**src/design/jeop_pkg.sv**
```systemverilog
// Package: shared types, marker codes and register indexes for the Exif tag parser.
`timescale 1ns / 1ps
package jeop_pkg;

  typedef enum logic [3:0] {
    PH_SOI,
    PH_MARKER,
    PH_LEN,
    PH_SKIPSEG,
    PH_EXIFHDR,
    PH_ORDER,
    PH_MAGIC,
    PH_OFFSET,
    PH_SKIPIFD,
    PH_COUNT,
    PH_ENTRY,
    PH_DONE
  } phase_t;

  typedef struct packed {
    logic [7:0] data;
    logic       last;
  } item_t;

  typedef struct packed {
    logic        valid;
    logic [15:0] value;
    logic        found;
  } result_t;

  localparam logic [7:0]  MARKER_PREFIX = 8'hFF;
  localparam logic [7:0]  SOI_CODE      = 8'hD8;
  localparam logic [7:0]  EOI_CODE      = 8'hD9;
  localparam logic [7:0]  SOS_CODE      = 8'hDA;
  localparam logic [15:0] APP1_CODE     = 16'h00E1;
  localparam logic [31:0] ORDER_II      = 32'h0000_4949;
  localparam logic [31:0] ORDER_MM      = 32'h0000_4D4D;
  localparam logic [15:0] TIFF_MAGIC    = 16'd42;
  localparam logic [15:0] SEG_LEN_MIN   = 16'd2;
  localparam logic [15:0] EXIF_LEN_MIN  = 16'd8;
  localparam logic [31:0] IFD_OFS_MIN   = 32'd8;
  localparam logic [3:0]  EXIF_SIG_LAST = 4'd5;
  localparam logic [3:0]  OFFSET_LAST   = 4'd3;
  localparam logic [3:0]  ENTRY_TAG_IDX = 4'd1;
  localparam logic [3:0]  ENTRY_VAL_IDX = 4'd9;
  localparam logic [3:0]  ENTRY_LAST    = 4'd11;

  localparam logic [15:0] TARGET_TAG_RESET    = 16'h0112;
  localparam logic [15:0] DEFAULT_VALUE_RESET = 16'd1;

  localparam logic CFG_TARGET_TAG    = 1'b0;
  localparam logic CFG_DEFAULT_VALUE = 1'b1;

  // "Exif\0\0" signature byte by position
  function automatic logic [7:0] exif_sig(input logic [2:0] idx);
    logic [7:0] s;
    unique case (idx)
      3'd0:    s = 8'h45;
      3'd1:    s = 8'h78;
      3'd2:    s = 8'h69;
      3'd3:    s = 8'h66;
      default: s = 8'h00;
    endcase
    return s;
  endfunction

endpackage

```
**src/design/jeop_in_reg.sv**
```systemverilog
// Input register stage: captures one byte transfer and holds it until the parser takes it.
`timescale 1ns / 1ps
module jeop_in_reg (
  input  logic          clk,
  input  logic          rst,
  input  logic          in_valid,
  output logic          in_ready,
  input  jeop_pkg::item_t item_in,
  input  logic          advance,
  output logic          item_valid,
  output jeop_pkg::item_t item_q
);
  import jeop_pkg::*;

  assign in_ready = !item_valid || advance;

  always_ff @(posedge clk) begin
    if (rst) begin
      item_valid <= 1'b0;
    end else if (in_ready) begin
      item_valid <= in_valid;
    end
  end

  always_ff @(posedge clk) begin
    if (in_valid && in_ready) begin
      item_q <= item_in;
    end
  end

endmodule

```
**src/design/jeop_parser.sv**
```systemverilog
// Parser state and single-byte next-state logic for the JPEG/Exif tag walk.
`timescale 1ns / 1ps
module jeop_parser (
  input  logic             clk,
  input  logic             rst,
  input  logic             step,
  input  jeop_pkg::item_t  item,
  input  logic [15:0]      target_tag,
  input  logic [15:0]      default_value,
  output jeop_pkg::result_t res
);
  import jeop_pkg::*;

  phase_t      phase, phase_next;
  logic [3:0]  field_byte_index, field_byte_index_next;
  logic [31:0] assembly, assembly_next;
  logic [31:0] skip_remaining, skip_remaining_next;
  logic [15:0] segment_length, segment_length_next;
  logic        little_endian, little_endian_next;
  logic [15:0] entries_left, entries_left_next;
  logic [15:0] current_tag, current_tag_next;
  logic        result_given, result_given_next;

  logic [7:0]  b;
  logic [31:0] asm_sh;
  logic [15:0] o16;
  logic [31:0] off32;
  logic [31:0] skip_dec;
  logic        mism;
  logic        emit;
  logic [15:0] emit_value;
  logic        emit_found;

  assign b        = item.data;
  assign asm_sh   = {assembly[23:0], b};
  assign o16      = little_endian ? {asm_sh[7:0], asm_sh[15:8]} : asm_sh[15:0];
  assign off32    = little_endian ? {asm_sh[7:0], asm_sh[15:8], asm_sh[23:16], asm_sh[31:24]}
                                  : asm_sh;
  assign skip_dec = skip_remaining - 32'd1;
  assign mism     = assembly[0] | (b != exif_sig(field_byte_index[2:0]));

  always_comb begin
    phase_next            = phase;
    field_byte_index_next = field_byte_index;
    assembly_next         = assembly;
    skip_remaining_next   = skip_remaining;
    segment_length_next   = segment_length;
    little_endian_next    = little_endian;
    entries_left_next     = entries_left;
    current_tag_next      = current_tag;
    result_given_next     = result_given;
    emit                  = 1'b0;
    emit_value            = default_value;
    emit_found            = 1'b0;
    res                   = '0;

    if (step && !result_given) begin
      assembly_next = asm_sh;
      unique case (phase)
        PH_SOI: begin
          if ((field_byte_index == 4'd0 && b != MARKER_PREFIX) ||
              (field_byte_index == 4'd1 && b != SOI_CODE)) begin
            emit = 1'b1;
          end else if (field_byte_index == 4'd1) begin
            phase_next = PH_MARKER; field_byte_index_next = '0; assembly_next = '0;
          end else begin
            field_byte_index_next = 4'd1;
          end
        end
        PH_MARKER: begin
          if (field_byte_index == 4'd0) begin
            if (b != MARKER_PREFIX) emit = 1'b1;
            else field_byte_index_next = 4'd1;
          end else if (b == EOI_CODE || b == SOS_CODE) begin
            emit = 1'b1;
          end else begin
            current_tag_next = {8'h00, b};
            phase_next = PH_LEN; field_byte_index_next = '0; assembly_next = '0;
          end
        end
        PH_LEN: begin
          if (field_byte_index == 4'd0) begin
            field_byte_index_next = 4'd1;
          end else begin
            segment_length_next = asm_sh[15:0];
            if (current_tag == APP1_CODE) begin
              phase_next = PH_EXIFHDR; field_byte_index_next = '0; assembly_next = '0;
            end else if (asm_sh[15:0] < SEG_LEN_MIN) begin
              emit = 1'b1;
            end else begin
              skip_remaining_next = {16'h0000, asm_sh[15:0] - SEG_LEN_MIN};
              phase_next = (asm_sh[15:0] == SEG_LEN_MIN) ? PH_MARKER : PH_SKIPSEG;
              field_byte_index_next = '0; assembly_next = '0;
            end
          end
        end
        PH_SKIPSEG: begin
          skip_remaining_next = skip_dec;
          if (skip_dec == '0) begin
            phase_next = PH_MARKER; field_byte_index_next = '0; assembly_next = '0;
          end
        end
        PH_EXIFHDR: begin
          // hold only the running mismatch flag
          assembly_next = {31'd0, mism};
          if (field_byte_index < EXIF_SIG_LAST) begin
            field_byte_index_next = field_byte_index + 4'd1;
          end else if (!mism) begin
            phase_next = PH_ORDER; field_byte_index_next = '0; assembly_next = '0;
          end else if (segment_length < EXIF_LEN_MIN) begin
            emit = 1'b1;
          end else begin
            skip_remaining_next = {16'h0000, segment_length - EXIF_LEN_MIN};
            phase_next = (segment_length == EXIF_LEN_MIN) ? PH_MARKER : PH_SKIPSEG;
            field_byte_index_next = '0; assembly_next = '0;
          end
        end
        PH_ORDER: begin
          if (field_byte_index == 4'd0) begin
            field_byte_index_next = 4'd1;
          end else if (asm_sh == ORDER_II || asm_sh == ORDER_MM) begin
            little_endian_next = (asm_sh == ORDER_II);
            phase_next = PH_MAGIC; field_byte_index_next = '0; assembly_next = '0;
          end else begin
            emit = 1'b1;
          end
        end
        PH_MAGIC: begin
          if (field_byte_index == 4'd0) begin
            field_byte_index_next = 4'd1;
          end else if (o16 != TIFF_MAGIC) begin
            emit = 1'b1;
          end else begin
            phase_next = PH_OFFSET; field_byte_index_next = '0; assembly_next = '0;
          end
        end
        PH_OFFSET: begin
          if (field_byte_index < OFFSET_LAST) begin
            field_byte_index_next = field_byte_index + 4'd1;
          end else if (off32 < IFD_OFS_MIN) begin
            emit = 1'b1;
          end else begin
            skip_remaining_next = off32 - IFD_OFS_MIN;
            phase_next = (off32 == IFD_OFS_MIN) ? PH_COUNT : PH_SKIPIFD;
            field_byte_index_next = '0; assembly_next = '0;
          end
        end
        PH_SKIPIFD: begin
          skip_remaining_next = skip_dec;
          if (skip_dec == '0) begin
            phase_next = PH_COUNT; field_byte_index_next = '0; assembly_next = '0;
          end
        end
        PH_COUNT: begin
          if (field_byte_index == 4'd0) begin
            field_byte_index_next = 4'd1;
          end else begin
            entries_left_next = o16;
            if (o16 == '0) begin
              emit = 1'b1;
            end else begin
              phase_next = PH_ENTRY; field_byte_index_next = '0; assembly_next = '0;
            end
          end
        end
        PH_ENTRY: begin
          if (field_byte_index == ENTRY_TAG_IDX) current_tag_next = o16;
          if (field_byte_index == ENTRY_VAL_IDX && current_tag == target_tag) begin
            emit = 1'b1; emit_value = o16; emit_found = 1'b1;
          end else if (field_byte_index < ENTRY_LAST) begin
            field_byte_index_next = field_byte_index + 4'd1;
          end else begin
            entries_left_next = entries_left - 16'd1;
            if (entries_left == 16'd1) begin
              emit = 1'b1;
            end else begin
              phase_next = PH_ENTRY; field_byte_index_next = '0; assembly_next = '0;
            end
          end
        end
        default: begin
        end
      endcase

      if (emit) begin
        phase_next        = PH_DONE;
        result_given_next = 1'b1;
      end
    end

    if (step) begin
      // either the byte produced a result, or end of file forces the default
      if (!result_given && (emit || item.last)) begin
        res.valid = 1'b1;
        res.value = emit ? emit_value : default_value;
        res.found = emit && emit_found;
      end
      if (item.last) begin
        phase_next            = PH_SOI;
        field_byte_index_next = '0;
        assembly_next         = '0;
        skip_remaining_next   = '0;
        segment_length_next   = '0;
        little_endian_next    = 1'b0;
        entries_left_next     = '0;
        current_tag_next      = '0;
        result_given_next     = 1'b0;
      end
    end
  end

  always_ff @(posedge clk) begin
    if (rst) begin
      phase            <= PH_SOI;
      field_byte_index <= '0;
      assembly         <= '0;
      skip_remaining   <= '0;
      segment_length   <= '0;
      little_endian    <= 1'b0;
      entries_left     <= '0;
      current_tag      <= '0;
      result_given     <= 1'b0;
    end else begin
      phase            <= phase_next;
      field_byte_index <= field_byte_index_next;
      assembly         <= assembly_next;
      skip_remaining   <= skip_remaining_next;
      segment_length   <= segment_length_next;
      little_endian    <= little_endian_next;
      entries_left     <= entries_left_next;
      current_tag      <= current_tag_next;
      result_given     <= result_given_next;
    end
  end

endmodule

```
**src/design/jpeg_exif_orientation_parser_top.sv**
```systemverilog
// Top level: JPEG Exif IFD0 tag parser with byte input channel and result output channel.
`timescale 1ns / 1ps
// Usage:
//   Input channel (in_valid/in_ready, data_byte, last_byte) carries the file one byte
//   per transfer; last_byte marks the final byte and rearms the parser for the next file.
//   Output channel (out_valid/out_ready, tag_value, found) carries one result per file:
//   the target tag's value with found set, or default_value with found clear when the
//   file is malformed, ends early, or IFD0 lacks the tag. Bytes after a result are dropped.
//   Configuration (cfg_wr_en, cfg_index, cfg_data) writes target_tag (index 0) and
//   default_value (index 1); write only while no file is in flight.
// Timing:
//   One byte per cycle sustained while the output is not stalled. A byte enters the input
//   register at its transfer edge; the parser updates its state from that register and
//   loads any result into the output register when it advances the byte, which waits while
//   a result is stalled on out_ready. The parse state update is the single per-byte step.
// Reset:
//   rst (synchronous) empties both registers, returns the parser to expecting start of
//   image and restores target_tag = 0x0112 and default_value = 1.
// Stall:
//   While a result waits on out_ready, the input register still takes one byte; in_ready
//   drops only when that byte is held and the output register is full.
module jpeg_exif_orientation_parser_top (
  input  logic        clk,
  input  logic        rst,
  input  logic        in_valid,
  output logic        in_ready,
  input  logic [7:0]  data_byte,
  input  logic        last_byte,
  output logic        out_valid,
  input  logic        out_ready,
  output logic [15:0] tag_value,
  output logic        found,
  input  logic        cfg_wr_en,
  input  logic        cfg_index,
  input  logic [15:0] cfg_data
);
  import jeop_pkg::*;

  logic [15:0] target_tag;
  logic [15:0] default_value;
  item_t       item_in;
  item_t       item_q;
  logic        item_valid;
  logic        advance;
  result_t     res;

  // Configuration registers
  always_ff @(posedge clk) begin
    if (rst) begin
      target_tag    <= TARGET_TAG_RESET;
      default_value <= DEFAULT_VALUE_RESET;
    end else if (cfg_wr_en) begin
      unique case (cfg_index)
        CFG_TARGET_TAG:    target_tag    <= cfg_data;
        CFG_DEFAULT_VALUE: default_value <= cfg_data;
        default: begin
        end
      endcase
    end
  end

  assign item_in.data = data_byte;
  assign item_in.last = last_byte;

  // Advance the held byte whenever the output register can take a result
  assign advance = item_valid && (!out_valid || out_ready);

  jeop_in_reg u_in_reg (
    .clk        (clk),
    .rst        (rst),
    .in_valid   (in_valid),
    .in_ready   (in_ready),
    .item_in    (item_in),
    .advance    (advance),
    .item_valid (item_valid),
    .item_q     (item_q)
  );

  jeop_parser u_parser (
    .clk           (clk),
    .rst           (rst),
    .step          (advance),
    .item          (item_q),
    .target_tag    (target_tag),
    .default_value (default_value),
    .res           (res)
  );

  // Output register: load on a new result, drop once the transfer completes
  always_ff @(posedge clk) begin
    if (rst) begin
      out_valid <= 1'b0;
    end else if (advance && res.valid) begin
      out_valid <= 1'b1;
    end else if (out_ready) begin
      out_valid <= 1'b0;
    end
  end

  always_ff @(posedge clk) begin
    if (advance && res.valid) begin
      tag_value <= res.value;
      found     <= res.found;
    end
  end

endmodule

```
**config.mk**
```make
export PLATFORM = sky130hd
export DESIGN_NAME = jpeg_exif_orientation_parser_top
export DESIGN_NICKNAME = d
export VERILOG_FILES = /design/src/design/jeop_pkg.sv /design/src/design/jeop_in_reg.sv /design/src/design/jeop_parser.sv /design/src/design/jpeg_exif_orientation_parser_top.sv
export SDC_FILE = /design/constraint.sdc
export NUM_CORES = 1
export LEC_CHECK = 0
export BUFFER_PORTS_ARGS = -buffer_cell sky130_fd_sc_hd__buf_4
export CORE_ASPECT_RATIO = 0.8
export CORE_MARGIN = 10
export CORE_UTILIZATION = 30
export CTS_CLUSTER_DIAMETER = 60
export DETAILED_ROUTE_END_ITERATION = 8
export PLACE_DENSITY = 0.42
export SYNTH_ARGS = -nofsm -noshare
export SYNTH_HDL_FRONTEND = slang
export SYNTH_SLANG_ARGS = --single-unit
export TNS_END_PERCENT = 10
```
**constraint.sdc**
```tcl
create_clock -name clk -period 5.8 [get_ports clk]
set_input_delay 1.16 -clock clk [delete_from_list [all_inputs] [get_ports clk]]
set_output_delay 1.16 -clock clk [all_outputs]
set_load 0.05 [all_outputs]
```
* Word level (Yosys, flattened, before mapping)
Cells that the tools add are included.
** Word-level totals
- Bits of input ports :: 31
- Register bits :: 182
- Output and inout bits :: 19
- Logic and storage cells :: 251
** Cells by class
- Muxes and demuxes :: 163
- Reductions and logical operators :: 28
- $add $sub $neg :: 6
- Bitwise operators :: 2
- Equality and inequality tests :: 29
- Magnitude comparators :: 6
** Operator list (count)
- $mux W32 :: 36
- $mux W16 :: 22
- $pmux W32 S10 :: 1
- $mux W4 :: 52
- $pmux W32 S4 :: 1
- $eq A32 B15 Y1 const B :: 2
- $pmux W16 S2 :: 2
- $pmux W4 S11 :: 1
- $mux W1 :: 41
- $pmux W4 S10 :: 1
- $mux W18 :: 2
- $eq A32 B4 Y1 const B :: 1
- $logic_not A32 Y1 :: 1
- $lt A32 B4 Y1 const B :: 1
- $sub A32 B1 Y32 const B :: 1
- $sub A32 B4 Y32 const B :: 1
- $pmux W7 S4 :: 1
- $eq A16 B1 Y1 const B :: 1
- $eq A16 B16 Y1 :: 1
- $eq A16 B2 Y1 const B :: 1
- $eq A16 B4 Y1 const B :: 1
- $eq A16 B8 Y1 const B :: 1
- $eq A4 B3 Y1 const B :: 4
- $eq A4 B4 Y1 const B :: 4
- 30 further kinds :: 54

* Longest topological paths before layout
- Word-level depth :: 15
- Gate-level depth with buffers :: 17
- Gate-level depth less buffers :: 10

* By module
A second synthesis with hierarchy kept.
** Unflattened totals
- Cells, all modules :: 1496
- Area total of the unflattened synthesis :: 12031.5 um^2
** Modules (own cells, without submodules)
- jeop_parser :: cells an instance 1330, times used 1, seq. area each 2282.2 um^2, area each 9790.6 um^2
- jpeg_exif_orientation_parser_top :: cells an instance 152, times used 1, seq. area each 1171.1 um^2, area each 1915.6 um^2
- jeop_in_reg :: cells an instance 14, times used 1, seq. area each 290.3 um^2, area each 325.3 um^2

* Worst setup path before layout
No wires, ideal clock.
- Kind :: reg-to-reg
- Start :: register u_parser.little_endian
- End :: register u_parser.skip_remaining[23]
- Setup slack :: 1.767 ns
- Data required time :: 5.678 ns
- Cell stages (with the launch flop) :: 18
- Path buffers :: 7
- Data arrival time :: 3.911 ns
- Library setup time :: 0.122 ns
- Path through :: dfxtp_1 buf_4 buf_6 buf_2 buf_1 buf_1 buf_1 clkbuf_1 mux2i_1 ha_1 inv_1 a221o_1 nor3_2 nand3_1 nor2_1 xnor2_1 a211oi_1 a221o_1
** On the way
- Cells in the longest elaborated chain, start to end :: 8
** Ends and longest elaborated chain
- start, declared :: line jeop_parser.sv:19 : logic little_endian, little_endian_next;
- start signal, assigned :: line jeop_parser.sv:229 : little_endian <= little_endian_next;
- $mux W32 (*) :: line jeop_parser.sv:37 : assign off32 = little_endian ? {asm_sh[7:0], asm_sh[15:8], asm_sh[23:16], asm_sh[31:24]}
- $sub A32 B4 Y32 or $lt A32 B4 Y1 (tied branches) :: line jeop_parser.sv:143, jeop_parser.sv:140
- $mux W32 (*) :: line jeop_parser.sv:140 : end else if (off32 < IFD_OFS_MIN) begin
- $mux W32 (*) :: line jeop_parser.sv:138 : if (field_byte_index < OFFSET_LAST) begin
- $pmux W32 S4 (*) :: line jeop_parser.sv:59 : unique case (phase)
- $mux W32 (*) :: line jeop_parser.sv:57 : if (step && !result_given) begin
- $mux W32 :: line jeop_parser.sv:198 : if (item.last) begin
- $mux W32 (*) :: line jeop_parser.sv:191 : if (step) begin
- end signal, assigned :: line jeop_parser.sv:227 : skip_remaining <= skip_remaining_next;
- end, declared :: line jeop_parser.sv:17 : logic [31:0] skip_remaining, skip_remaining_next;
Mark *: on every way between the ends. The rest lies on a longest branch, timed or not.
A chain may end at the register's enable or synchronous reset.

* Worst setup path after layout
- Start :: register u_parser.little_endian
- End :: register tag_value[11] (enable)
** On the way
- Cells in the longest elaborated chain, start to end :: 12
** Ends and longest elaborated chain
- $mux W32 or $mux W16 (tied branches) :: line jeop_parser.sv:37, jeop_parser.sv:36
- $lt A32 B4 Y1 (tied with other cells) :: line jeop_parser.sv:140
- $mux W1, on equally long branches :: line jeop_parser.sv:140, jeop_parser.sv:131, jeop_parser.sv:159
- $mux W1, on equally long branches :: line jeop_parser.sv:138, jeop_parser.sv:129, jeop_parser.sv:155
- $pmux W1 S9 (*) :: line jeop_parser.sv:59
- $mux W1 (*) (2 in a row) :: line jeop_parser.sv:57
- $logic_or A1 B1 Y1 (*) :: line jeop_parser.sv:193 : if (!result_given && (emit || item.last)) begin
- $logic_and A1 B1 Y1 (*) :: line jeop_parser.sv:193
- $mux W18 (*) :: line jeop_parser.sv:193
- $mux W18 (*) :: line jeop_parser.sv:191
- $logic_and A1 B1 Y1 (*) :: line jpeg_exif_orientation_parser_top.sv:101 : if (advance && res.valid) begin
- end signal, assigned :: line jpeg_exif_orientation_parser_top.sv:102 : tag_value <= res.value;
- end, declared :: line jpeg_exif_orientation_parser_top.sv:31 : output logic [15:0] tag_value,
Mark *: on every way between the ends. The rest lies on a longest branch, timed or not. The select of a mux whose other input is x is not followed.

==> flow_metrics.tcl <==
set metrics [dict create \
    worst_hold_path.endpoint "default_value[10]" \
    place.detailed.hpwl_um 35600 \
    critical_path_data_arrival_time_ns 4.57 \
    holdCritPathClass "flip-flop to flip-flop" \
    power_leakage_uw 0.00467 \
    gp_congestion 0.902 \
    worstPathRequired_ns 5.92 \
    power_density_nw_per_um2 233 \
    netlist_top_cells_area "dfxtp_1, edfxtp_1, nand2_1" \
    netlist_area_sq_um 11800 \
    routed_wirelength_um 48400 \
    io_buffer_count 49 \
    timing.critical_path.slowest_stage_cell "dfxtp_4" \
    status "complete, no violations" \
    grt_pass1_wl_um 73400 \
    cts.root.buffer_cell "clkbuf_16" \
    die-height_um 197 \
    synth_most_common_cell "nand2_1" \
    worst_slew_pin_slew_ns 1.26 \
    sum_neg_setup_slack_ns 0 \
    fin_nets 1525 \
    path_buf_inv 2 \
    dieWidth_um 242 \
    hold_buffers 0 \
    area_of_the_die_sq_um 47600 \
    reg2reg_from "u_parser.little_endian" \
    total_power_uw 3070 \
    grt_max_degree 71 \
    globalRouteTotalUtil 0.199 \
    cts_tree "built" \
    cts.clk_slew.worst_paths_ns 0.08 \
    ys_types 100 \
    synth.top_cells.by_count "nand2_1, nor2_1, dfxtp_1" \
    synth-warning-count 0 \
    number_of_enable_flip_flop_cells_after_synthesis 26 \
    syn-mean-instance-area_sq_um 7.89 \
    slowest_delay_ns 0.90 \
    placeableCoreArea_sq_um 38500 \
    timing.max_cap.violations 0 \
    start_kind "flip-flop" \
    initial_utilization 0.306 \
    holdPathStages 2 \
    clock_sink_total 174 \
    ys_dominant_reg_cell "dfxtp_1" \
    placed_cell_area_sq_um 12600 \
    final_util 0.342 \
    route.detailed.wl_per_inst_um 24.0 \
    asr_flop_ratio_synth 0 \
    final_layout_size_suffix_gt1_frac 0.120 \
    crit_family "compound AO/OA/AOI/OAI gates" \
    clock_tree.buffer_depth 2 \
    critical_path.cell_chain "buf_4, mux2i_1, o21a_1, and3_1, and4_1, a211oi_1, nand3_2, o21ai_4, inv_1" \
    drtIter0Drc 1230 \
    global_route.overflow_total 0 \
    timing.clock.skew_ns 0.0159 \
    crit_fanout 70 \
    cts_made_buffers 17 \
    final_area_sq_um 13200 \
    clk_latency_ns 0.48 \
    drtAntennaViolNets 0 \
    stdcell_count 2022 \
    grt_setup_unrepaired "no" \
    critical_path_class "flip-flop to flip-flop" \
    r2r-end "tag_value[11]" \
    syn_nets 1537 \
    synth_top_area_frac 0.251 \
    maxClockFrequency_mhz 224 \
    drt_pre_antenna_iters 5 \
    drv_slew 0 \
    slew_headroom 0.160 \
    synth_top_cell_by_area "dfxtp_1" \
    r2r_cells 9 \
    rows 64 \
    nFillCells 4102 \
    min-delay-start "default_value[10]" \
    synth_sequential_area_ratio 0.318 \
    route.detailed.drc 0 \
    setup_violations 0 \
    vias_per_cell 5.80 \
    hold_viol 0 \
    antennaDiodeCount 0 \
    multi_input_comb_area_sq_um 7500 \
    h-tree-depth 4 \
    area_delta_synth_final_pct 11.8 \
    ctsResizeCount 0 \
    fin_crit_sh 0.768 \
    grt_antenna_before_repair 1 \
    vdd_drop_max_mv 0.212 \
    dp_cells 1990 \
    cts_setup_buffers 0 \
    seq_area_sq_um 3750 \
    crit_path_end_kind "flip-flop" \
    timing.final.crit_period_ns 4.46 \
    register_to_register_setup_slack_ns 1.34 \
    yosys_register_bits 174 \
    first_global_vias 11000 \
    instance_count_of_the_mapped_netlist 1493 \
    num_vias 11700 \
    io-pin-count 50 \
]
[how the worst max path moves through the flow]
stage,startpoint,end,slack (ns),cells after the start
6_report,u_parser.little_endian,tag_value[11],1.34,9
5_1_grt,u_parser.little_endian,u_parser.assembly[19],1.15,9
4_1_cts,u_parser.little_endian,tag_value[4],1.43,9
3_5_place_dp,u_parser.little_endian,tag_value[13],1.44,9
3_3_place_gp,u_parser.little_endian,tag_value[12],1.53,9
2_1_floorplan,u_parser.little_endian,u_parser.skip_remaining[23],1.77,17
[cell families after synthesis]
| logic type | Yosys count | synth area share |
|---|---|---|
| AOI/OAI and AO/OA | 372 | 0.219 |
| xor gates and xnor gates | 101 | 0.0751 |
| adders and majority gates | 13 | 0.0138 |
| buffers and inverters | 134 | 0.0468 |
| DFF | 174 | 0.318 |
| muxes | 62 | 0.0546 |
| and+or+nand+nor | 637 | 0.273 |
[registers in the layout, summed over array words and instances, names as in the netlist]
signal                     count
u_parser.phase                 4
default_value                 16
u_parser.field_byte_index      4
u_parser.current_tag          16
target_tag                    16
tag_value                     16
u_parser.entries_left         16
out_valid                      1
u_parser.segment_length       16
u_parser.skip_remaining       32
found                          1
u_parser.assembly             24
u_in_reg.item_q                9
u_parser.result_given          1
u_in_reg.item_valid            1
u_parser.little_endian         1
[power breakdown]
group	total (uW)	switching, uW	internal, uW
logic	556	368	188
registers	1320	63.5	1260
clock network	1190	605	586
total	3070	1040	2030
[placed cells by master, fill, tap and decap left out, drive strengths merged, types with 28 or more instances in the layout]
cell type	netlist	layout
nand2	195	195
nor2	153	153
dfxtp	148	148
a21oi	99	99
buf	22	80
nor3	60	60
o21ai	57	57
xor2	55	55
xnor2	46	46
mux2i	44	44
nor4	39	39
inv	23	32
o22ai	28	28
[per-layer routing]
| layer | wire length, um | GRT usage |
|---|---|---|
| met4 | 452 | 0.0377 |
| met5 | 9 | 0 |
| met1 | 24700 | 0.300 |
| met3 | 3550 | 0.0449 |
| met2 | 19800 | 0.281 |
[area by class of cell]
cell class / count / share of cell area
Multi-Input combinational cell: 1185 / 0.569
Sequential cell: 174 / 0.284
Tap cell: 528 / 0.0501
Timing Repair Buffer: 80 / 0.0456
Clock buffer: 18 / 0.0333
Clock inverter: 14 / 0.0109
Inverter: 23 / 0.00655
[tightest hold or removal path, delay by kind of cell, from the launching register on]
family / cells / cell delay [ns]
flops: 1 / 0.31
simple gates: 1 / 0.05
compound gates: 1 / 0.05
[stage by stage]
stage	worst slack, ns	hold WS (ns)
floorplan	1.77	0.436
global placement	1.53	0.441
detailed placement	1.44	0.446
CTS	1.43	0.457
global route	1.15	0.472
finish	1.34	0.455
No activity file was read; power rests on OpenSTA's default activity.
